`src/hdu_pkg.sv`:
```
// Shared types, constants and lookup functions for the HTTP date converter.
// Depends on nothing; every other file of the block imports it.
package hdu_pkg;

   // One input word: a string byte and its end marker.
   typedef struct packed {
      logic [7:0] char_byte;
      logic       is_last;
   } req_type;

   // One result word: the verdict and the converted time.
   typedef struct packed {
      logic        date_valid;
      logic [37:0] unix_seconds;
   } rsp_type;

   // A parsed date handed from the parser to the converter.
   typedef struct packed {
      logic        ok;
      logic [3:0]  month;
      logic [4:0]  day;
      logic [13:0] year;
      logic [4:0]  hour;
      logic [5:0]  minute;
      logic [5:0]  second;
   } job_type;

   localparam int unsigned QUEUE_DEPTH_DEFAULT = 4;

   localparam logic [21:0] EPOCH_SHIFT     = 22'd719468;
   localparam logic [16:0] SECONDS_PER_DAY = 17'd86400;
   localparam logic [16:0] SECONDS_PER_HR  = 17'd3600;
   localparam logic [13:0] EPOCH_YEAR      = 14'd1970;
   localparam logic [21:0] DAYS_PER_YEAR   = 22'd365;
   // Reciprocal of 25 scaled by two to the seventeenth power.
   localparam logic [12:0] RECIP_25        = 13'd5243;
   localparam int unsigned RECIP_SHIFT     = 17;

   // Three lower-case letters of each month name, first letter in the top byte.
   function automatic logic [23:0] month_name(input logic [3:0] m);
      logic [23:0] name;
      unique case (m)
         4'd0:    name = "jan";
         4'd1:    name = "feb";
         4'd2:    name = "mar";
         4'd3:    name = "apr";
         4'd4:    name = "may";
         4'd5:    name = "jun";
         4'd6:    name = "jul";
         4'd7:    name = "aug";
         4'd8:    name = "sep";
         4'd9:    name = "oct";
         4'd10:   name = "nov";
         4'd11:   name = "dec";
         default: name = 24'h0;
      endcase
      return name;
   endfunction

   // The two accepted zone names: an input of 0 is GMT, 1 is UTC.
   function automatic logic [23:0] zone_name(input logic z);
      return z ? 24'("utc") : 24'("gmt");
   endfunction

   // Day of the March-based year on which each month starts (January is 0).
   function automatic logic [8:0] month_offset(input logic [3:0] m);
      logic [8:0] off;
      unique case (m)
         4'd0:    off = 9'd306;
         4'd1:    off = 9'd337;
         4'd2:    off = 9'd0;
         4'd3:    off = 9'd31;
         4'd4:    off = 9'd61;
         4'd5:    off = 9'd92;
         4'd6:    off = 9'd122;
         4'd7:    off = 9'd153;
         4'd8:    off = 9'd184;
         4'd9:    off = 9'd214;
         4'd10:   off = 9'd245;
         4'd11:   off = 9'd275;
         default: off = 9'd0;
      endcase
      return off;
   endfunction

   // Upper-case ASCII letters fold to lower case; all other bytes pass.
   function automatic logic [7:0] to_lower(input logic [7:0] c);
      return (c >= 8'h41 && c <= 8'h5A) ? 8'(c + 8'd32) : c;
   endfunction

endpackage

```
`src/hdu_parser.sv`:
```
// Front end: walks the date string one byte per word and classifies it.
// On the final byte it pushes a parsed date into the job queue. Uses hdu_pkg.
module hdu_parser (
   input  logic             clock,
   input  logic             reset,
   input  logic             req_push,
   output logic             req_full,
   input  hdu_pkg::req_type req_data,
   output logic             job_push,
   input  logic             job_full,
   output hdu_pkg::job_type job_data
);
   import hdu_pkg::*;

   // Positions within the fixed date form.
   localparam logic [4:0] PH_WDAY0  = 5'd0;
   localparam logic [4:0] PH_WDAY1  = 5'd1;
   localparam logic [4:0] PH_WDAY2  = 5'd2;
   localparam logic [4:0] PH_COMMA  = 5'd3;
   localparam logic [4:0] PH_SKIP   = 5'd4;
   localparam logic [4:0] PH_DAY0   = 5'd5;
   localparam logic [4:0] PH_DAY1   = 5'd6;
   localparam logic [4:0] PH_SP0    = 5'd7;
   localparam logic [4:0] PH_MON0   = 5'd8;
   localparam logic [4:0] PH_MON1   = 5'd9;
   localparam logic [4:0] PH_MON2   = 5'd10;
   localparam logic [4:0] PH_SP1    = 5'd11;
   localparam logic [4:0] PH_YEAR0  = 5'd12;
   localparam logic [4:0] PH_YEAR1  = 5'd13;
   localparam logic [4:0] PH_YEAR2  = 5'd14;
   localparam logic [4:0] PH_YEAR3  = 5'd15;
   localparam logic [4:0] PH_SP2    = 5'd16;
   localparam logic [4:0] PH_HOUR0  = 5'd17;
   localparam logic [4:0] PH_HOUR1  = 5'd18;
   localparam logic [4:0] PH_COLON0 = 5'd19;
   localparam logic [4:0] PH_MIN0   = 5'd20;
   localparam logic [4:0] PH_MIN1   = 5'd21;
   localparam logic [4:0] PH_COLON1 = 5'd22;
   localparam logic [4:0] PH_SEC0   = 5'd23;
   localparam logic [4:0] PH_SEC1   = 5'd24;
   localparam logic [4:0] PH_ZONE   = 5'd25;

   localparam logic [7:0] CH_ZERO  = 8'h30;
   localparam logic [7:0] CH_NINE  = 8'h39;
   localparam logic [7:0] CH_COMMA = 8'h2C;
   localparam logic [7:0] CH_SPACE = 8'h20;
   localparam logic [7:0] CH_COLON = 8'h3A;
   localparam logic [7:0] CH_NUL   = 8'h00;

   logic [4:0]  phase_ff, phase_in, phase_nx;
   logic [2:0]  zcount_ff, zcount_in, zcount_nx;
   logic [6:0]  day_ff, day_in, day_nx;
   logic [11:0] mcand_ff, mcand_in, mcand_nx;
   logic [13:0] year_ff, year_in, year_nx;
   logic [6:0]  hour_ff, hour_in, hour_nx;
   logic [6:0]  min_ff, min_in, min_nx;
   logic [6:0]  sec_ff, sec_in, sec_nx;
   logic [1:0]  zcand_ff, zcand_in, zcand_nx;
   logic        failed_ff, failed_in, failed_nx;
   logic        matched_ff, matched_in, matched_nx;

   logic        accept;
   logic [7:0]  c;
   logic [7:0]  lc;
   logic [7:0]  digit;
   logic        is_dig;
   logic        advance;
   logic [1:0]  mk;
   logic [1:0]  zk;
   logic [3:0]  mon_idx;
   logic        date_ok;
   logic [23:0] mname;
   logic [23:0] zname;

   // A new word is refused only while the job queue has no room.
   assign req_full = job_full;
   assign accept   = req_push && !job_full;

   assign c      = req_data.char_byte;
   assign lc     = to_lower(c);
   assign is_dig = (c >= CH_ZERO) && (c <= CH_NINE);
   assign digit  = 8'(c - CH_ZERO);
   assign mk     = 2'(phase_ff - PH_MON0);
   assign zk     = zcount_ff[1:0];

   // Effect of one byte on the parse state.
   always_comb begin
      phase_nx   = phase_ff;
      zcount_nx  = zcount_ff;
      day_nx     = day_ff;
      mcand_nx   = mcand_ff;
      year_nx    = year_ff;
      hour_nx    = hour_ff;
      min_nx     = min_ff;
      sec_nx     = sec_ff;
      zcand_nx   = zcand_ff;
      failed_nx  = failed_ff;
      matched_nx = matched_ff;
      advance    = 1'b1;
      mname      = 24'h0;
      zname      = 24'h0;
      if (failed_ff || matched_ff) begin
         advance = 1'b0;
      end else if (c == CH_NUL) begin
         failed_nx = 1'b1;
      end else begin
         unique case (phase_ff)
            PH_WDAY0, PH_WDAY1, PH_WDAY2: begin
               if (c == CH_COMMA) failed_nx = 1'b1;
            end
            PH_COMMA: begin
               if (c != CH_COMMA) failed_nx = 1'b1;
            end
            PH_SKIP: begin
            end
            PH_DAY0, PH_DAY1: begin
               if (is_dig) day_nx = 7'(day_ff * 7'd10 + digit[6:0]);
               else failed_nx = 1'b1;
            end
            PH_SP0, PH_SP1, PH_SP2: begin
               if (c != CH_SPACE) failed_nx = 1'b1;
            end
            PH_MON0, PH_MON1, PH_MON2: begin
               for (int m = 0; m < 12; m++) begin
                  mname = month_name(4'(m));
                  if (mname[23 - 8 * mk -: 8] != lc) mcand_nx[m] = 1'b0;
               end
               if (mcand_nx == 12'd0) failed_nx = 1'b1;
            end
            PH_YEAR0, PH_YEAR1, PH_YEAR2, PH_YEAR3: begin
               if (is_dig) year_nx = 14'(year_ff * 14'd10 + 14'(digit));
               else failed_nx = 1'b1;
            end
            PH_HOUR0, PH_HOUR1: begin
               if (is_dig) hour_nx = 7'(hour_ff * 7'd10 + digit[6:0]);
               else failed_nx = 1'b1;
            end
            PH_COLON0, PH_COLON1: begin
               if (c != CH_COLON) failed_nx = 1'b1;
            end
            PH_MIN0, PH_MIN1: begin
               if (is_dig) min_nx = 7'(min_ff * 7'd10 + digit[6:0]);
               else failed_nx = 1'b1;
            end
            PH_SEC0, PH_SEC1: begin
               if (is_dig) sec_nx = 7'(sec_ff * 7'd10 + digit[6:0]);
               else failed_nx = 1'b1;
            end
            default: begin
               // Zone name, after any number of leading spaces.
               advance = 1'b0;
               if (zcount_ff == 3'd0 && c == CH_SPACE) begin
               end else if (zcount_ff > 3'd2) begin
                  failed_nx = 1'b1;
               end else begin
                  for (int z = 0; z < 2; z++) begin
                     zname = zone_name(z[0]);
                     if (zname[23 - 8 * zk -: 8] != lc) zcand_nx[z] = 1'b0;
                  end
                  if (zcand_nx == 2'd0) begin
                     failed_nx = 1'b1;
                  end else begin
                     zcount_nx = 3'(zcount_ff + 3'd1);
                     if (zcount_ff == 3'd2) matched_nx = 1'b1;
                  end
               end
            end
         endcase
         if (advance && !failed_nx && phase_ff < PH_ZONE) phase_nx = 5'(phase_ff + 5'd1);
      end
   end

   // Month number is the lowest surviving candidate, December by default.
   always_comb begin
      mon_idx = 4'd11;
      for (int m = 10; m >= 0; m--) begin
         if (mcand_nx[m]) mon_idx = 4'(m);
      end
   end

   // Form and range checks for the verdict on the final byte.
   assign date_ok = matched_nx && !failed_nx && (mcand_nx != 12'd0) &&
                    (day_nx >= 7'd1) && (day_nx <= 7'd31) && (hour_nx <= 7'd23) &&
                    (min_nx <= 7'd59) && (sec_nx <= 7'd60) && (year_nx >= EPOCH_YEAR);

   assign job_push        = accept && req_data.is_last;
   assign job_data.ok     = date_ok;
   assign job_data.month  = mon_idx;
   assign job_data.day    = day_nx[4:0];
   assign job_data.year   = year_nx;
   assign job_data.hour   = hour_nx[4:0];
   assign job_data.minute = min_nx[5:0];
   assign job_data.second = sec_nx[5:0];

   // Take the parsed state, or start afresh once a verdict is out.
   always_comb begin
      phase_in   = phase_ff;
      zcount_in  = zcount_ff;
      day_in     = day_ff;
      mcand_in   = mcand_ff;
      year_in    = year_ff;
      hour_in    = hour_ff;
      min_in     = min_ff;
      sec_in     = sec_ff;
      zcand_in   = zcand_ff;
      failed_in  = failed_ff;
      matched_in = matched_ff;
      if (accept && req_data.is_last) begin
         phase_in   = PH_WDAY0;
         zcount_in  = 3'd0;
         day_in     = 7'd0;
         mcand_in   = 12'hFFF;
         year_in    = 14'd0;
         hour_in    = 7'd0;
         min_in     = 7'd0;
         sec_in     = 7'd0;
         zcand_in   = 2'b11;
         failed_in  = 1'b0;
         matched_in = 1'b0;
      end else if (accept) begin
         phase_in   = phase_nx;
         zcount_in  = zcount_nx;
         day_in     = day_nx;
         mcand_in   = mcand_nx;
         year_in    = year_nx;
         hour_in    = hour_nx;
         min_in     = min_nx;
         sec_in     = sec_nx;
         zcand_in   = zcand_nx;
         failed_in  = failed_nx;
         matched_in = matched_nx;
      end
   end

   // Parse state registers.
   always_ff @(posedge clock) begin
      if (reset) begin
         phase_ff   <= PH_WDAY0;
         zcount_ff  <= 3'd0;
         day_ff     <= 7'd0;
         mcand_ff   <= 12'hFFF;
         year_ff    <= 14'd0;
         hour_ff    <= 7'd0;
         min_ff     <= 7'd0;
         sec_ff     <= 7'd0;
         zcand_ff   <= 2'b11;
         failed_ff  <= 1'b0;
         matched_ff <= 1'b0;
      end else begin
         phase_ff   <= phase_in;
         zcount_ff  <= zcount_in;
         day_ff     <= day_in;
         mcand_ff   <= mcand_in;
         year_ff    <= year_in;
         hour_ff    <= hour_in;
         min_ff     <= min_in;
         sec_ff     <= sec_in;
         zcand_ff   <= zcand_in;
         failed_ff  <= failed_in;
         matched_ff <= matched_in;
      end
   end

endmodule

```
`src/hdu_queue.sv`:
```
// Short first-in first-out queue of parsed dates between parser and converter.
// Uses hdu_pkg for the job word type.
module hdu_queue #(
   parameter int unsigned DEPTH = hdu_pkg::QUEUE_DEPTH_DEFAULT
) (
   input  logic             clock,
   input  logic             reset,
   input  logic             push,
   output logic             full,
   input  hdu_pkg::job_type push_data,
   input  logic             pop,
   output logic             empty,
   output hdu_pkg::job_type pop_data
);
   import hdu_pkg::*;

   localparam int unsigned PTR_W = (DEPTH > 1) ? $clog2(DEPTH) : 1;
   localparam int unsigned CNT_W = $clog2(DEPTH + 1);
   localparam logic [PTR_W-1:0] LAST_PTR = PTR_W'(DEPTH - 1);
   localparam logic [CNT_W-1:0] FULL_CNT = CNT_W'(DEPTH);

   job_type          store [DEPTH];
   logic [PTR_W-1:0] wr_ptr_ff, wr_ptr_in;
   logic [PTR_W-1:0] rd_ptr_ff, rd_ptr_in;
   logic [CNT_W-1:0] count_ff, count_in;
   logic             do_push;
   logic             do_pop;

   assign full     = (count_ff == FULL_CNT);
   assign empty    = (count_ff == CNT_W'(0));
   assign do_push  = push && !full;
   assign do_pop   = pop && !empty;
   assign pop_data = store[rd_ptr_ff];

   // Pointer and fill count updates.
   always_comb begin
      wr_ptr_in = wr_ptr_ff;
      rd_ptr_in = rd_ptr_ff;
      count_in  = count_ff;
      if (do_push) wr_ptr_in = (wr_ptr_ff == LAST_PTR) ? PTR_W'(0) : PTR_W'(wr_ptr_ff + 1'b1);
      if (do_pop)  rd_ptr_in = (rd_ptr_ff == LAST_PTR) ? PTR_W'(0) : PTR_W'(rd_ptr_ff + 1'b1);
      if (do_push && !do_pop) count_in = CNT_W'(count_ff + 1'b1);
      else if (do_pop && !do_push) count_in = CNT_W'(count_ff - 1'b1);
   end

   always_ff @(posedge clock) begin
      if (reset) begin
         wr_ptr_ff <= PTR_W'(0);
         rd_ptr_ff <= PTR_W'(0);
         count_ff  <= CNT_W'(0);
      end else begin
         wr_ptr_ff <= wr_ptr_in;
         rd_ptr_ff <= rd_ptr_in;
         count_ff  <= count_in;
      end
   end

   // Entry storage; holds payload only, so it needs no reset.
   always_ff @(posedge clock) begin
      if (do_push) store[wr_ptr_ff] <= push_data;
   end

endmodule

```
`src/hdu_convert.sv`:
```
// Back end: turns a parsed date into Unix seconds over four steps and holds
// the result in an output register until it is taken. Uses hdu_pkg.
module hdu_convert (
   input  logic             clock,
   input  logic             reset,
   input  logic             job_empty,
   output logic             job_pop,
   input  hdu_pkg::job_type job_data,
   output logic             rsp_empty,
   input  logic             rsp_pop,
   output hdu_pkg::rsp_type rsp_data
);
   import hdu_pkg::*;

   localparam logic [1:0] BK_IDLE = 2'd0;
   localparam logic [1:0] BK_DIV  = 2'd1;
   localparam logic [1:0] BK_DAYS = 2'd2;
   localparam logic [1:0] BK_MUL  = 2'd3;

   logic [1:0]  state_ff, state_in;
   logic        ok_ff;
   logic [13:0] year_ff;
   logic [8:0]  doy_ff;
   logic [16:0] tod_ff;
   logic [6:0]  q100_ff;
   logic [21:0] base_ff;
   logic [21:0] days_ff;
   logic        out_valid_ff, out_valid_in;
   rsp_type     out_ff;

   logic        load;
   logic        finish;
   logic        out_free;
   logic [11:0] quarter;
   logic [24:0] recip_prod;
   logic [37:0] day_secs;

   assign out_free  = !out_valid_ff || rsp_pop;
   assign load      = (state_ff == BK_IDLE) && !job_empty;
   assign finish    = (state_ff == BK_MUL) && out_free;
   assign job_pop   = load;
   assign rsp_empty = !out_valid_ff;
   assign rsp_data  = out_ff;

   // Year divided by four, then by a hundred through a reciprocal multiply.
   assign quarter    = year_ff[13:2];
   assign recip_prod = 25'(quarter) * 25'(RECIP_25);
   assign day_secs   = 38'(days_ff) * 38'(SECONDS_PER_DAY) + 38'(tod_ff);

   // Step sequencer.
   always_comb begin
      state_in = state_ff;
      unique case (state_ff)
         BK_IDLE: if (load) state_in = BK_DIV;
         BK_DIV:  state_in = BK_DAYS;
         BK_DAYS: state_in = BK_MUL;
         BK_MUL:  if (out_free) state_in = BK_IDLE;
         default: state_in = BK_IDLE;
      endcase
   end

   // The output register fills on the last step and empties when taken.
   always_comb begin
      out_valid_in = out_valid_ff;
      if (rsp_pop && out_valid_ff) out_valid_in = 1'b0;
      if (finish) out_valid_in = 1'b1;
   end

   always_ff @(posedge clock) begin
      if (reset) begin
         state_ff     <= BK_IDLE;
         out_valid_ff <= 1'b0;
      end else begin
         state_ff     <= state_in;
         out_valid_ff <= out_valid_in;
      end
   end

   // Arithmetic datapath; the year is shifted back for January and February.
   always_ff @(posedge clock) begin
      if (load) begin
         ok_ff   <= job_data.ok;
         year_ff <= (job_data.month <= 4'd1) ? 14'(job_data.year - 14'd1) : job_data.year;
         doy_ff  <= 9'(month_offset(job_data.month) + 9'(job_data.day) - 9'd1);
         tod_ff  <= 17'(17'(job_data.hour) * SECONDS_PER_HR + 17'(job_data.minute) * 17'd60 +
                        17'(job_data.second));
      end
      if (state_ff == BK_DIV) begin
         q100_ff <= recip_prod[RECIP_SHIFT +: 7];
         base_ff <= 22'(22'(year_ff) * DAYS_PER_YEAR + 22'(quarter) + 22'(doy_ff));
      end
      if (state_ff == BK_DAYS) begin
         days_ff <= 22'(base_ff - 22'(q100_ff) + 22'(q100_ff[6:2]) - EPOCH_SHIFT);
      end
      if (finish) begin
         out_ff.date_valid   <= ok_ff;
         out_ff.unix_seconds <= ok_ff ? day_secs : 38'd0;
      end
   end

endmodule

```
`src/http_date_to_unix_seconds.sv`:
```
// HTTP date string to Unix seconds converter, top level.
// Channels: bytes enter through req_push/req_full with req_data holding one
// byte and its is_last marker; a word is taken on a clock edge with req_push
// high and req_full low. Results leave through rsp_empty/rsp_pop: while
// rsp_empty is low rsp_data holds the oldest result, taken on an edge with
// rsp_pop high. One result word comes out for every word marked is_last.
// The parser takes one byte per cycle while req_full is low. The converter,
// a four-step sequencer that divides by a hundred through a reciprocal
// multiply, takes no new date until the last is done; its last step waits
// while the output register still holds a result that has not been taken.
// A queue of parsed dates lies between the two; when it is full because the
// receiver stalls, req_full rises and holds off further bytes.
// Reset, synchronous and active high, returns the parser to the start of a
// string and empties the queue and the output register.
// Uses hdu_pkg, hdu_parser, hdu_queue and hdu_convert.
module http_date_to_unix_seconds #(
   parameter int unsigned QUEUE_DEPTH = hdu_pkg::QUEUE_DEPTH_DEFAULT
) (
   input  logic             clock,
   input  logic             reset,
   input  logic             req_push,
   output logic             req_full,
   input  hdu_pkg::req_type req_data,
   output logic             rsp_empty,
   input  logic             rsp_pop,
   output hdu_pkg::rsp_type rsp_data
);
   import hdu_pkg::*;

   logic    job_push;
   logic    job_full;
   job_type job_in;
   logic    job_pop;
   logic    job_empty;
   job_type job_out;

   // Byte parser.
   hdu_parser u_parser (
      .clock    (clock),
      .reset    (reset),
      .req_push (req_push),
      .req_full (req_full),
      .req_data (req_data),
      .job_push (job_push),
      .job_full (job_full),
      .job_data (job_in)
   );

   // Parsed date queue.
   hdu_queue #(
      .DEPTH (QUEUE_DEPTH)
   ) u_queue (
      .clock     (clock),
      .reset     (reset),
      .push      (job_push),
      .full      (job_full),
      .push_data (job_in),
      .pop       (job_pop),
      .empty     (job_empty),
      .pop_data  (job_out)
   );

   // Date converter and output register.
   hdu_convert u_convert (
      .clock     (clock),
      .reset     (reset),
      .job_empty (job_empty),
      .job_pop   (job_pop),
      .job_data  (job_out),
      .rsp_empty (rsp_empty),
      .rsp_pop   (rsp_pop),
      .rsp_data  (rsp_data)
   );

endmodule
```
`config.mk`:
```
export PLATFORM = sky130hd
export DESIGN_NAME = http_date_to_unix_seconds
export DESIGN_NICKNAME = d
export VERILOG_FILES = /design/src/hdu_pkg.sv /design/src/hdu_parser.sv /design/src/hdu_queue.sv /design/src/hdu_convert.sv /design/src/http_date_to_unix_seconds.sv
export SDC_FILE = /design/constraint.sdc
export NUM_CORES = 1
export LEC_CHECK = 0
export ABC_AREA = 1
export CAP_MARGIN = 10
export CORE_MARGIN = 2
export CORE_UTILIZATION = 35
export CTS_CLUSTER_SIZE = 10
export DETAILED_ROUTE_END_ITERATION = 10
export DONT_BUFFER_PORTS = 1
export PLACE_DENSITY_LB_ADDON = 0.1
export SLEW_MARGIN = 20
export SYNTH_ARGS = -nofsm -noshare
export SYNTH_HDL_FRONTEND = slang
export SYNTH_SLANG_ARGS = --single-unit
```
`constraint.sdc`:
```
create_clock -name clock -period 11.9 [get_ports clock]
set_input_delay 0.595 -clock clock [delete_from_list [all_inputs] [get_ports clock]]
set_output_delay 0.595 -clock clock [all_outputs]
set_load 0.01 [all_outputs]
```
# [After elaboration in Yosys (flattened, before gate mapping)]
# Memory sizes are Yosys's and may differ from the RTL's. A register that Yosys moved wholly into a read port is not among the register bits.
# Index checks and enable logic that the tools add are counted.
[op_classes] add_sub_neg=27 multipliers=10 magnitude_cmp=13 eq_ne=52 n_shift=14 muxes=170 bitwise=6 reduce_logical=57
[op_table] operator="two-way mux 24 bit" n=36
[op_table] operator="indexed part select 31 x 33 -> 8 bit" n=12
[op_table] operator="two-way mux 7 bit" n=16
[op_table] operator="!= test 8 bit" n=14
[op_table] operator="two-way mux 1 bit" n=88
[op_table] operator="two-way mux 14 bit" n=5
[op_table] operator="indexed part select 31 x 33 -> 8 bit, first input constant" n=2
[op_table] operator="== test 5 bit, second input constant" n=9
[op_table] operator="== test 5 x 4 -> 1 bit, second input constant" n=8
[op_table] operator="adder 38 x 17 -> 38 bit" n=1
[op_table] operator="two-way mux 12 bit" n=3
[op_table] operator="two-way mux 4 bit" n=8
[op_table] operator="multiplier 22 x 10 -> 31 bit, second input constant" n=1
[op_table] operator="adder 7 bit" n=4
[op_table] operator="multiplier 7 x 3 -> 6 bit, second input constant" n=4
[op_table] operator="OR reduction 25 bit" n=1
[op_table] operator="multiplier 12 x 13 -> 24 bit, second input constant" n=1
[op_table] operator="!= test 8 x 6 -> 1 bit, second input constant" n=3
[op_table] operator="adder 22 x 12 -> 22 bit" n=1
[op_table] operator="adder 22 x 5 -> 22 bit" n=1
[op_table] operator="adder 22 x 9 -> 22 bit" n=1
[op_table] operator="logical AND 1 bit" n=22
[op_table] operator="multiplier 14 x 9 -> 22 bit, second input constant" n=1
[op_table] operator="subtractor 22 x 20 -> 22 bit, second input constant" n=1
[op_table] operator="63 further kinds" n=106
[word_totals] reg_bits=207 ram_bits=164 mem_bits_ro=144 in_bits=13 output_inout_bits=41 wordCells=376 n_memories=2
[memory_table] memory="u_queue.store" words=4 word_bits=41 read_ports=1 rd_clocked_by_memory_dff=1 wr=1 line="hdu_queue.sv:22" text="job_type store [DEPTH];"
[memory_table] memory="(no name shown)" words=16 word_bits=9 read_ports=1 rd_clocked_by_memory_dff=0 wr=0 line="hdu_pkg.sv:68" text="unique case (m)"

# [Longest topological paths before layout]
# Gate-level depths: netlist of the first run.
[depth] word_depth=28 mapped_depth=29 depth_no_buf=29

# [By module]
# A second synthesis of the first run with hierarchy kept.
[hier_totals] hier_cells=3746 hier_area_um2=33234.4
[modules_own_cells] module="hdu_convert" instances=1 cells_per_inst=2230 area_each_um2=19399.9 seq_area_each_um2=3993.8
[modules_own_cells] module="hdu_parser" instances=1 cells_per_inst=1049 area_each_um2=7259.5 seq_area_each_um2=1321.3
[modules_own_cells] module="hdu_queue" instances=1 cells_per_inst=467 area_each_um2=6575.1 seq_area_each_um2=5104.9

# [Worst setup path before layout of the first run]
# Ideal clock, no wire load.
[synth_timing] kind="flip-flop to flip-flop" from="register (tool-made name)" to="register u_convert.tod_ff[16] (data pin)" setup_ps=266 t_arrival_ps=5955 required_time_ps=11634 setup_slack_ps=5680 stages_incl_launch_ff=27 path_buffers=5 period_less_slack_ps=6220 path_cell_list="dfxtp_1 buf_2 buf_1 clkbuf_1 buf_1 clkbuf_1 nor2_1 o22ai_1 fa_1 fa_1 inv_1 fa_1 fa_1 inv_1 ha_1 a21oi_1 inv_1 a31oi_1 o21ai_0 a21oi_1 inv_1 a21oi_1 o21ai_0 a21oi_1 or2_2 nor3_1 xor2_1"
[synth_lines] item="end signal, assigned" line="hdu_convert.sv:85" text="tod_ff <= 17'(17'(job_data.hour) * SECONDS_PER_HR + 17'(job_data.minute) * 17'd60 +"
[synth_lines] item="end, declared" line="hdu_convert.sv:24" text="logic [16:0] tod_ff;"

==> qor.csv, run 1 <==
metric,value,unit
status,completed,
largest net degree at the start of global routing,65,
Routability Congestion,0.823,
# rows,110,
die height,304,um
Yosys Warn Count,0,
WP data required,12230,ps
maxcap violations,0,
Synth top cells by count,"677 x inv_1, 451 x ha_1, 438 x nand2_1",
drt pass-1 iters,5,
Inserted Clock Buffers,48,
Critical-path top delay cell,buf_4,
DRC,0,
layout cells sized above 1,4.87,%
DPL Wire Length,55.6,mm
clk sinks,373,
Tcrit/Tclk final,54.0,%
crit end category,register,
Worst-path clk slew,70,ps
top fanout value on the critical path,64,
crit path time final,6430,ps
die area,0.0924,mm^2
synthesized net count,4032,
gr usage total,15.8,%
Final Hold Fails,0,
most common cell in the netlist,inv_1,
1st-iter DRT viols,824,
crit-path cells,inv_2 -> buf_4 -> o21ai_0 -> o22ai_1 -> fa_1 -> fa_1 -> inv_1 -> fa_1 -> fa_1 -> inv_1 -> ha_1 -> a21oi_1 -> inv_1 -> a31oi_1 -> o21ai_0 -> a21oi_1 -> inv_1 -> a21oi_1 -> o21ai_0 -> a21oi_1 -> or2_2 -> nor3_1 -> xor2_1,
vias per cell,4.69,
Post-Syn Area,0.0315,mm^2
RSZ-0062 raised after global routing,no,
top cell type's share of synthesized area,28.1,%
synthesis-stage register bit count,373,
Max-slew headroom,31.1,%
cell taking the most area after synthesis,edfxtp_1,
via count of the first global-routing pass,21986,
initial cell density of the core,35.2,%
I/O Pins,54,
initial antenna violation count,1,
Layout Skew,40.1,ps
Worst-Margin Slew,1030,ps
setup TNS,0,ps
worst-skew pair later-pin latency,600,ps
total setup buffers inserted after CTS,0,
Hold/Removal Path Class,input port to register,
synthesized instance count,3381,
area growth from synthesis to layout,9.07,%
# port buffers,0,
WS Path Type,register to register,
GRT overflow,0,
DR WL/cell,15.6,um
CTS Hold Bufs,0,
Crit path largest cell delay,580,ps
Post-synth EDFFs,295,
number of vias in the routed layout,21595,
# setup viols final,0,
CTS tree,done,
# diodes,0,
Final Max Slew Viols,0,
"Seq/Total Area, Yosys",33.1,%
Yosys cell types,70,
H-tree depth,2,
ys flop type,edfxtp_1,
first-pass GRT wire length,118,mm
Max Freq,155,MHz
"Async S/R FF share, synth",0,%
CORE AREA,0.0896,mm^2
Final ANT Viol Nets,0,
nets,4041,
largest cells by area after synthesis,"edfxtp_1 28%, ha_1 18%, fa_1 12%",
Worst EP arrival,6760,ps
Clock Path Buffers,3,
post-cts resize count,0,
startpoint type of the worst setup path,register,
Synth Area per Inst,9.32,um^2
routed wire length,71.9,mm
Die W,304,um
CTS root buf,clkbuf_16,
-- metrics by stage --
stage | std cells | hold WS, ps | utilization [%] | setup WS, ps | instance area (um^2)
3_5_place_dp | 4516 | 452 | 36.7 | 5360 | 32900
2_1_floorplan | 3381 | 436 | - | 5680 | 31500
6_report | 4604 | 49.3 | 38.4 | 5470 | 34400
4_1_cts | 4604 | 6.96 | 38.4 | 5340 | 34400
5_1_grt | 4604 | 31.7 | 38.4 | 4870 | 34400
3_3_place_gp | 4516 | 446 | 36.7 | 5420 | 32900
-- cell families (layout without fill, tap and decap cells) --
kind of cell | after synthesis | in the layout | share of synthesized area, %
AO/OA/AOI/OAI | 601 | 601 | 11.1
AND/OR/NAND/NOR | 836 | 836 | 11.8
XOR/XNOR | 180 | 180 | 5.00
multiplexers | 4 | 4 | 0.127
flip-flops | 373 | 373 | 33.1
adder cells (fa/ha/maj) | 638 | 638 | 29.8
buffers and inverters | 749 | 796 | 9.11
-- placed cells by master, fill, tap and decap left out, types with 48 or more instances in the layout --
master	n
inv_1	675
ha_1	451
nand2_1	438
edfxtp_1	295
a21oi_1	247
fa_1	187
o21ai_0	182
nor2_1	172
xor2_1	109
nand3_1	91
dfxtp_1	77
xnor2_1	71
clkbuf_16	48
-- routing by layer --
metal	vias up	part of all wire, %	GRT usage, %
met2	198	49	27.7
met3	64	2.3	1.68
met5	-	0	0
li1	11240	-	-
met4	0	1.5	3.24
met1	10093	47	20.9
-- worst max-delay path, delay by kind of cell, from the launching register on --
| family | cells | cell delay [ps] |
|---|---|---|
| AO/OA/AOI/OAI | 9 | 1640 |
| XOR/XNOR | 1 | 90 |
| flip-flops | 1 | 460 |
| buffers and inverters | 6 | 1110 |
| AND/OR/NAND/NOR | 2 | 480 |
| adder cells (fa/ha/maj) | 5 | 2370 |
-- registers in the layout (all words and copies together) (netlist names), 2 cells and up, named ones only --
name,count
u_convert.q100_ff,7
u_parser.sec_ff,7
u_queue.store,164
u_convert.base_ff,22
u_convert.rsp_data,39
u_parser.day_ff,7
u_parser.mcand_ff,12
u_convert.year_ff,14
u_convert.tod_ff,17
u_queue.rd_ptr_ff,2
u_parser.hour_ff,7
u_parser.phase_ff,5
u_convert.doy_ff,9
u_queue.count_ff,3
u_parser.year_ff,14
u_convert.state_ff,2
u_parser.zcand_ff,2
u_parser.zcount_ff,3
u_queue.wr_ptr_ff,2
u_parser.min_ff,7
u_convert.days_ff,22
-- area by class of cell --
type                            instances  area (um^2)
Tap cell                             1176         1470
Timing Repair Buffer                   19          143
Multi-Input combinational cell       2259        18300
Clock buffer                           72         1320
Inverter                              689         2590
Fill cell                            9153        55200
Clock inverter                         16          148
Sequential cell                       373        10400
-- worst paths after layout --
kind	from	end	slack (ps)	cells past startpoint
min reg2reg	u_parser.mcand_ff[10]$_SDFFE_PP1P_	u_parser.mcand_ff[10]$_SDFFE_PP1P_	460	1
min	reset	u_convert.out_valid_ff$_SDFFE_PP0P_	50	1
max	register	u_convert.tod_ff[16]$_DFFE_PP_	5470	23
max reg2reg	register	u_convert.tod_ff[16]$_DFFE_PP_	5470	23
Power of run 1 is not shown: default switching activity piles up to over one toggle a cycle in this logic, so the estimate is an artifact.
==> run 2, diff against run 1 <==
==> constraint.sdc (replaced) <==
create_clock -name clock -period 5.59 [get_ports clock]
set_input_delay 0.2795 -clock clock [delete_from_list [all_inputs] [get_ports clock]]
set_output_delay 0.2795 -clock clock [all_outputs]
set_load 0.01 [all_outputs]
==> run 2 against run 1 <==
Against the previous run:
- cell count is 0.93% higher
- worst setup slack got worse by 5200 ps
- register-to-register slack worse by 5200 ps
- wire length grew 0.63%
- first-iteration DRC count increased by 4.9%
- worst hold slack better by 12 ps
- flip-flop and latch count is the same
- utilization is 0.59 points higher
- count of clock-buffer cells in the layout fell by 6
- clock skew down 9.2 ps
==> qor.csv, run 2 (synthesized netlist as in run 1, its figures left out) <==
metric,value,unit,change
maxcap violations,0,,unchanged
Final Hold Fails,0,,unchanged
status,completed,,
CTS tree,done,,
CORE AREA,0.0896,mm^2,unchanged
Hold/Removal Path Class,input port to register,,
most frequent cells in the layout,"674 x inv_1, 444 x ha_1, 437 x nand2_1",,
DR WL met3,1.87,mm,+11%
DR top layer,met4,,
Largest register FFs,164,,unchanged
Crit. Startpoint,u_convert.year_ff[8]$_DFFE_PP_,,
DRC,0,,unchanged
1st-iter DRT viols,864,,+4.9%
routed wire length,72.4,mm,+0.63%
"commonest non-fill, non-tap cell in the layout",inv_1,,
reg2reg start,u_convert.year_ff[8]$_DFFE_PP_,,
internal reg-to-reg setup slack,300,ps,-5170 ps
crit path time final,5290,ps,-1140 ps
initial antenna violation count,1,,unchanged
Final ANT Viol Nets,0,,unchanged
DR WL/cell,15.6,um,-0.30%
vias per cell,4.68,,-0.32%
worst-skew pair later-pin latency,600,ps,about the same
GRT overflow,0,,unchanged
Max Freq,189,MHz,+22%
Worst-path clk slew,50,ps,-20 ps
die area,0.0924,mm^2,unchanged
# diodes,0,,unchanged
clk sinks,373,,unchanged
DPL Wire Length,56.4,mm,+1.3%
Worst EP arrival,5600,ps,-1160 ps
CTS root buf,clkbuf_16,,
first-pass GRT wire length,118,mm,-0.21%
startpoint type of the worst setup path,register,,
top fanout value on the critical path,6,,-91%
# setup viols final,0,,unchanged
I/O Pins,54,,unchanged
Layout Skew,30.9,ps,-9.19 ps
via count of the first global-routing pass,21899,,-0.40%
die height,304,um,unchanged
gr usage total,15.7,%,-0.020 points
end point of the critical path,u_convert.q100_ff[6]$_DFFE_PN_,,
crit end category,register,,
Clock Path Buffers,3,,unchanged
number of vias in the routed layout,21728,,+0.62%
final core occ,38.9,%,+0.59 points
layout cells sized above 1,7.00,%,+2.1 points
# rows,110,,unchanged
met2 wire length,34.5,mm,-1.4%
Die W,304,um,unchanged
# port buffers,0,,unchanged
initial cell density of the core,35.2,%,unchanged
WS Path Type,register to register,,
area growth from synthesis to layout,10.7,%,
H-tree depth,2,,unchanged
Inserted Clock Buffers,47,,-2.1%
drt pass-1 iters,5,,unchanged
M1 WL,34.6,mm,+1.3%
WP data required,5900,ps,-6330 ps
RSZ-0062 raised after global routing,yes,,
Max-slew headroom,32.8,%,+1.7 points
Final Max Slew Viols,0,,unchanged
R2R depth,19,,-17%
Worst-Margin Slew,998,ps,-35.6 ps
reg2reg end,u_convert.q100_ff[6]$_DFFE_PN_,,
Tcrit/Tclk final,94.6,%,+41 points
nets,4090,,+1.2%
Routability Congestion,0.817,,-0.73%
largest net degree at the start of global routing,64,,-1.5%
Reg with most FFs,u_queue.store,,
run 2: how the worst min path moves through the flow:
stage                     start                                   to  slack (ps)  cells past startpoint
finish              req_data[3]    u_parser.mcand_ff[0]$_SDFFE_PP1P_          60                      4
CTS                 req_data[3]    u_parser.mcand_ff[0]$_SDFFE_PP1P_          10                      4
global route        req_data[1]       u_queue.store[0][12]$_DFFE_PP_          70                      2
detailed placement        reset  u_convert.out_valid_ff$_SDFFE_PP0P_         350                      1
global placement          reset  u_convert.out_valid_ff$_SDFFE_PP0P_         350                      1
floorplan                 reset  u_convert.out_valid_ff$_SDFFE_PP0P_         350                      1
run 2: per-stage QoR:
stage / hold slack (ps) / TNS (ps) / setup WS (ps) / cells / area [um^2]
after global placement: 351 / 0 / 184 / 4550 / 33200
after CTS: 11.3 / 0 / 110 / 4633 / 34600
after detailed placement: 355 / 0 / 123 / 4550 / 33200
after floorplan: 349 / 0 / 23.1 / 3381 / 31600
after global routing: 74.7 / -28.2 / -28.2 / 4647 / 34900
final: 61.5 / 0 / 301 / 4647 / 34900
run 2: per-layer routing:
layer | vias up | track usage (%)
met5 | - | 0
met4 | 0 | 3.59
met3 | 76 | 1.83
met2 | 194 | 27.2
met1 | 10144 | 21.1
li1 | 11314 | -
run 2: area by class of cell:
| cell class | count | area (um^2) |
|---|---|---|
| clock inverter | 15 | 165 |
| timing repair buffer | 69 | 534 |
| multi-input combinational | 2259 | 18400 |
| inverter | 689 | 2590 |
| sequential | 373 | 10400 |
| clock buffer | 66 | 1270 |
| fill | 9033 | 54700 |
| tap | 1176 | 1470 |
run 2: timing repair:
item | 4_1_cts | 5_1_grt
resized for setup | 0 | 36
setup buffers | 0 | 14
endpoints found under the setup margin | 0 | 18
hold endpoints to repair | 9 | 0
hold buffers | 2 | 0
run 2: worst max-delay path: stages (launching register included):
cell and delay [ps]:
edfxtp_1 380, buf_4 200, fa_1 540, fa_1 500
inv_1 60, fa_1 530, inv_1 60, fa_1 540
fa_1 510, ha_1 340, a21oi_1 170, o21ai_0 90
a21oi_1 150, nand2_1 140, a21o_1 220, nand3_1 70
nand2_1 90, a21o_1 190, a21oi_1 160, xor2_1 90
Power of run 2 is left out for the same reason.
==> run 3, diff against run 2 <==
--- a/config.mk
+++ b/config.mk
@@ -6,13 +6,12 @@
 export NUM_CORES = 1
 export LEC_CHECK = 0
 export ABC_AREA = 1
-export CAP_MARGIN = 10
 export CORE_MARGIN = 2
 export CORE_UTILIZATION = 35
 export CTS_CLUSTER_SIZE = 10
 export DETAILED_ROUTE_END_ITERATION = 10
 export DONT_BUFFER_PORTS = 1
-export PLACE_DENSITY_LB_ADDON = 0.1
+export PLACE_DENSITY = 0.62
 export SLEW_MARGIN = 20
 export SYNTH_ARGS = -nofsm -noshare
 export SYNTH_HDL_FRONTEND = slang
==> run 3 against run 2 <==
Against the previous run:
- largest cell class unchanged
- flip-flop and latch count unchanged
- wire length is 8.2% lower
- critical path depth rose by 5
==> qor.csv, run 3 (synthesized netlist as in run 1, its figures left out) <==
metric,value,unit,change
# port buffers,0,,unchanged
Routability Congestion,0.890,,+9.0%
Die W,304,um,unchanged
CTS tree,done,,
DR WL/cell,14.3,um,-8.1%
vias per cell,4.76,,+1.8%
initial cell density of the core,35.2,%,unchanged
Critical-path top delay cell,fa_1,,
DPL Wire Length,51.4,mm,-8.9%
H-tree depth,2,,unchanged
top fanout value on the critical path,4,,-2
largest net degree at the start of global routing,61,,-4.7%
crit end category,register,,
status,completed,,
# rows,110,,unchanged
DR top layer,met4,,
die area,0.0924,mm^2,unchanged
drt pass-1 iters,5,,unchanged
FF+latch area,0.0104,mm^2,about the same
"most used cell, CP",inv_1,,
Worst-Margin Slew,1090,ps,+96.2 ps
RSZ-0062 raised after global routing,yes,,
Hold/Removal Path Class,input port to register,,
Tcrit/Tclk final,94.1,%,-0.48 points
Layout Skew,42.8,ps,+11.9 ps
Inserted Clock Buffers,45,,-4.3%
Reg with most FFs,u_queue.store,,
area of the multi-input gates,0.0184,mm^2,about the same
filler instances,8768,,-2.9%
DR WL met3,2.13,mm,+14%
DRC,0,,unchanged
Clock Path Buffers,3,,unchanged
number of vias in the routed layout,22090,,+1.7%
crit-path cells,buf_4 -> buf_4 -> fa_1 -> inv_1 -> fa_1 -> inv_1 -> ha_1 -> inv_1 -> fa_1 -> inv_1 -> fa_1 -> ha_1 -> nand2_1 -> inv_1 -> a221oi_2 -> nand2_1 -> nand3b_1 -> nand2_1 -> a21o_1 -> nand3_1 -> nand2_1 -> a21o_1 -> a21oi_2 -> xor2_1,,
Final Max Slew Viols,0,,unchanged
WP data required,5890,ps,about the same
# setup viols final,0,,unchanged
layout cells sized above 1,6.50,%,-0.50 points
initial antenna violation count,0,,-1
Final Hold Fails,0,,unchanged
most frequent cells in the layout,"674 x inv_1, 448 x ha_1, 436 x nand2_1",,
placed insts,4541,,-0.20%
routed wire length,66.4,mm,-8.2%
worst-skew pair later-pin latency,590,ps,about the same
Crit path largest cell delay,580,ps,+40 ps
I/O Pins,54,,unchanged
Worst EP arrival,5570,ps,-30 ps
"commonest non-fill, non-tap cell in the layout",inv_1,,
met2 wire length,32.0,mm,-7.4%
startpoint type of the worst setup path,register,,
clk sinks,373,,unchanged
gr usage total,14.4,%,-1.4 points
Finished Layout Cells,4639,,-0.17%
maxcap violations,0,,unchanged
first-pass GRT wire length,110,mm,-6.3%
area growth from synthesis to layout,10.4,%,
# diodes,0,,unchanged
GRT overflow,0,,unchanged
Max Freq,190,MHz,+0.51%
via count of the first global-routing pass,22062,,+0.74%
CORE AREA,0.0896,mm^2,unchanged
nets,4078,,-0.29%
Largest register FFs,164,,unchanged
Max-slew headroom,26.5,%,-6.3 points
WS Path Type,register to register,,
die height,304,um,unchanged
1st-iter DRT viols,1162,,+34%
CTS root buf,clkbuf_16,,
M1 WL,31.0,mm,-10%
Final ANT Viol Nets,0,,unchanged
Worst-path clk slew,60,ps,about the same
crit path time final,5260,ps,-27.0 ps
## run 3: cell types whose count changed in the layout (fill, tap and decap cells not counted), sizes merged
cell	delta
clkinv	-5
buf	-10
clkinvlp	-1
clkbuf	+8
## run 3: routing by layer
| metal | GRT usage, % | vias to the layer above |
|---|---|---|
| li1 | - | 11304 |
| met1 | 19.0 | 10429 |
| met2 | 25.0 | 291 |
| met3 | 1.81 | 66 |
| met4 | 3.58 | 0 |
| met5 | 0 | - |
## run 3: metrics by stage
step | TNS, ps | area (um^2) | hold WS [ps] | setup WS, ps | utilization, %
floorplan | 0 | 31600 | 349 | 23.1 | -
global placement | 0 | 33100 | 350 | 200 | 37.0
detailed placement | 0 | 33100 | 352 | 119 | 37.0
CTS | 0 | 34600 | 5.65 | 88.6 | 38.6
global route | -54.3 | 34800 | 37.8 | -30.6 | 38.8
finish | 0 | 34800 | 50.7 | 328 | 38.8
## run 3: worst max-delay path: cells and delay by family (launching register included)
family	cells	cell delay (ps)
buffers and inverters	7	600
flip-flops	1	390
adder cells (fa/ha/maj)	6	2640
AO/OA/AOI/OAI	4	760
XOR/XNOR	1	70
AND/OR/NAND/NOR	6	520
## run 3: path summary, 6_finish.rpt
kind              cells past startpoint                               from  slack [ps]                                   to
hold / removal                        3                            rsp_pop          50  u_convert.out_valid_ff$_SDFFE_PP0P_
setup / recovery                     24     u_convert.year_ff[5]$_DFFE_PP_         330       u_convert.q100_ff[6]$_DFFE_PN_
setup reg to reg                     24     u_convert.year_ff[5]$_DFFE_PP_         330       u_convert.q100_ff[6]$_DFFE_PN_
hold reg to reg                       1  u_parser.zcand_ff[0]$_SDFFE_PP1P_         470    u_parser.zcand_ff[0]$_SDFFE_PP1P_
## run 3: layout make-up
cell class / count / share of cell area (%)
Clock buffer: 74 / 3.61
Clock inverter: 9 / 0.392
Inverter: 689 / 7.46
Multi-Input combinational cell: 2259 / 53.0
Sequential cell: 373 / 30.0
Tap cell: 1176 / 4.23
Timing Repair Buffer: 59 / 1.41
## run 3: timing repair
action                                 4_1_cts  5_1_grt
endpoints found under the hold margin        4        0
setup endpoints to repair                    0       18
setup buffers                                0       13
hold buffers                                 2        0
gates resized for setup                      0       31
Power of run 3 is left out for the same reason.
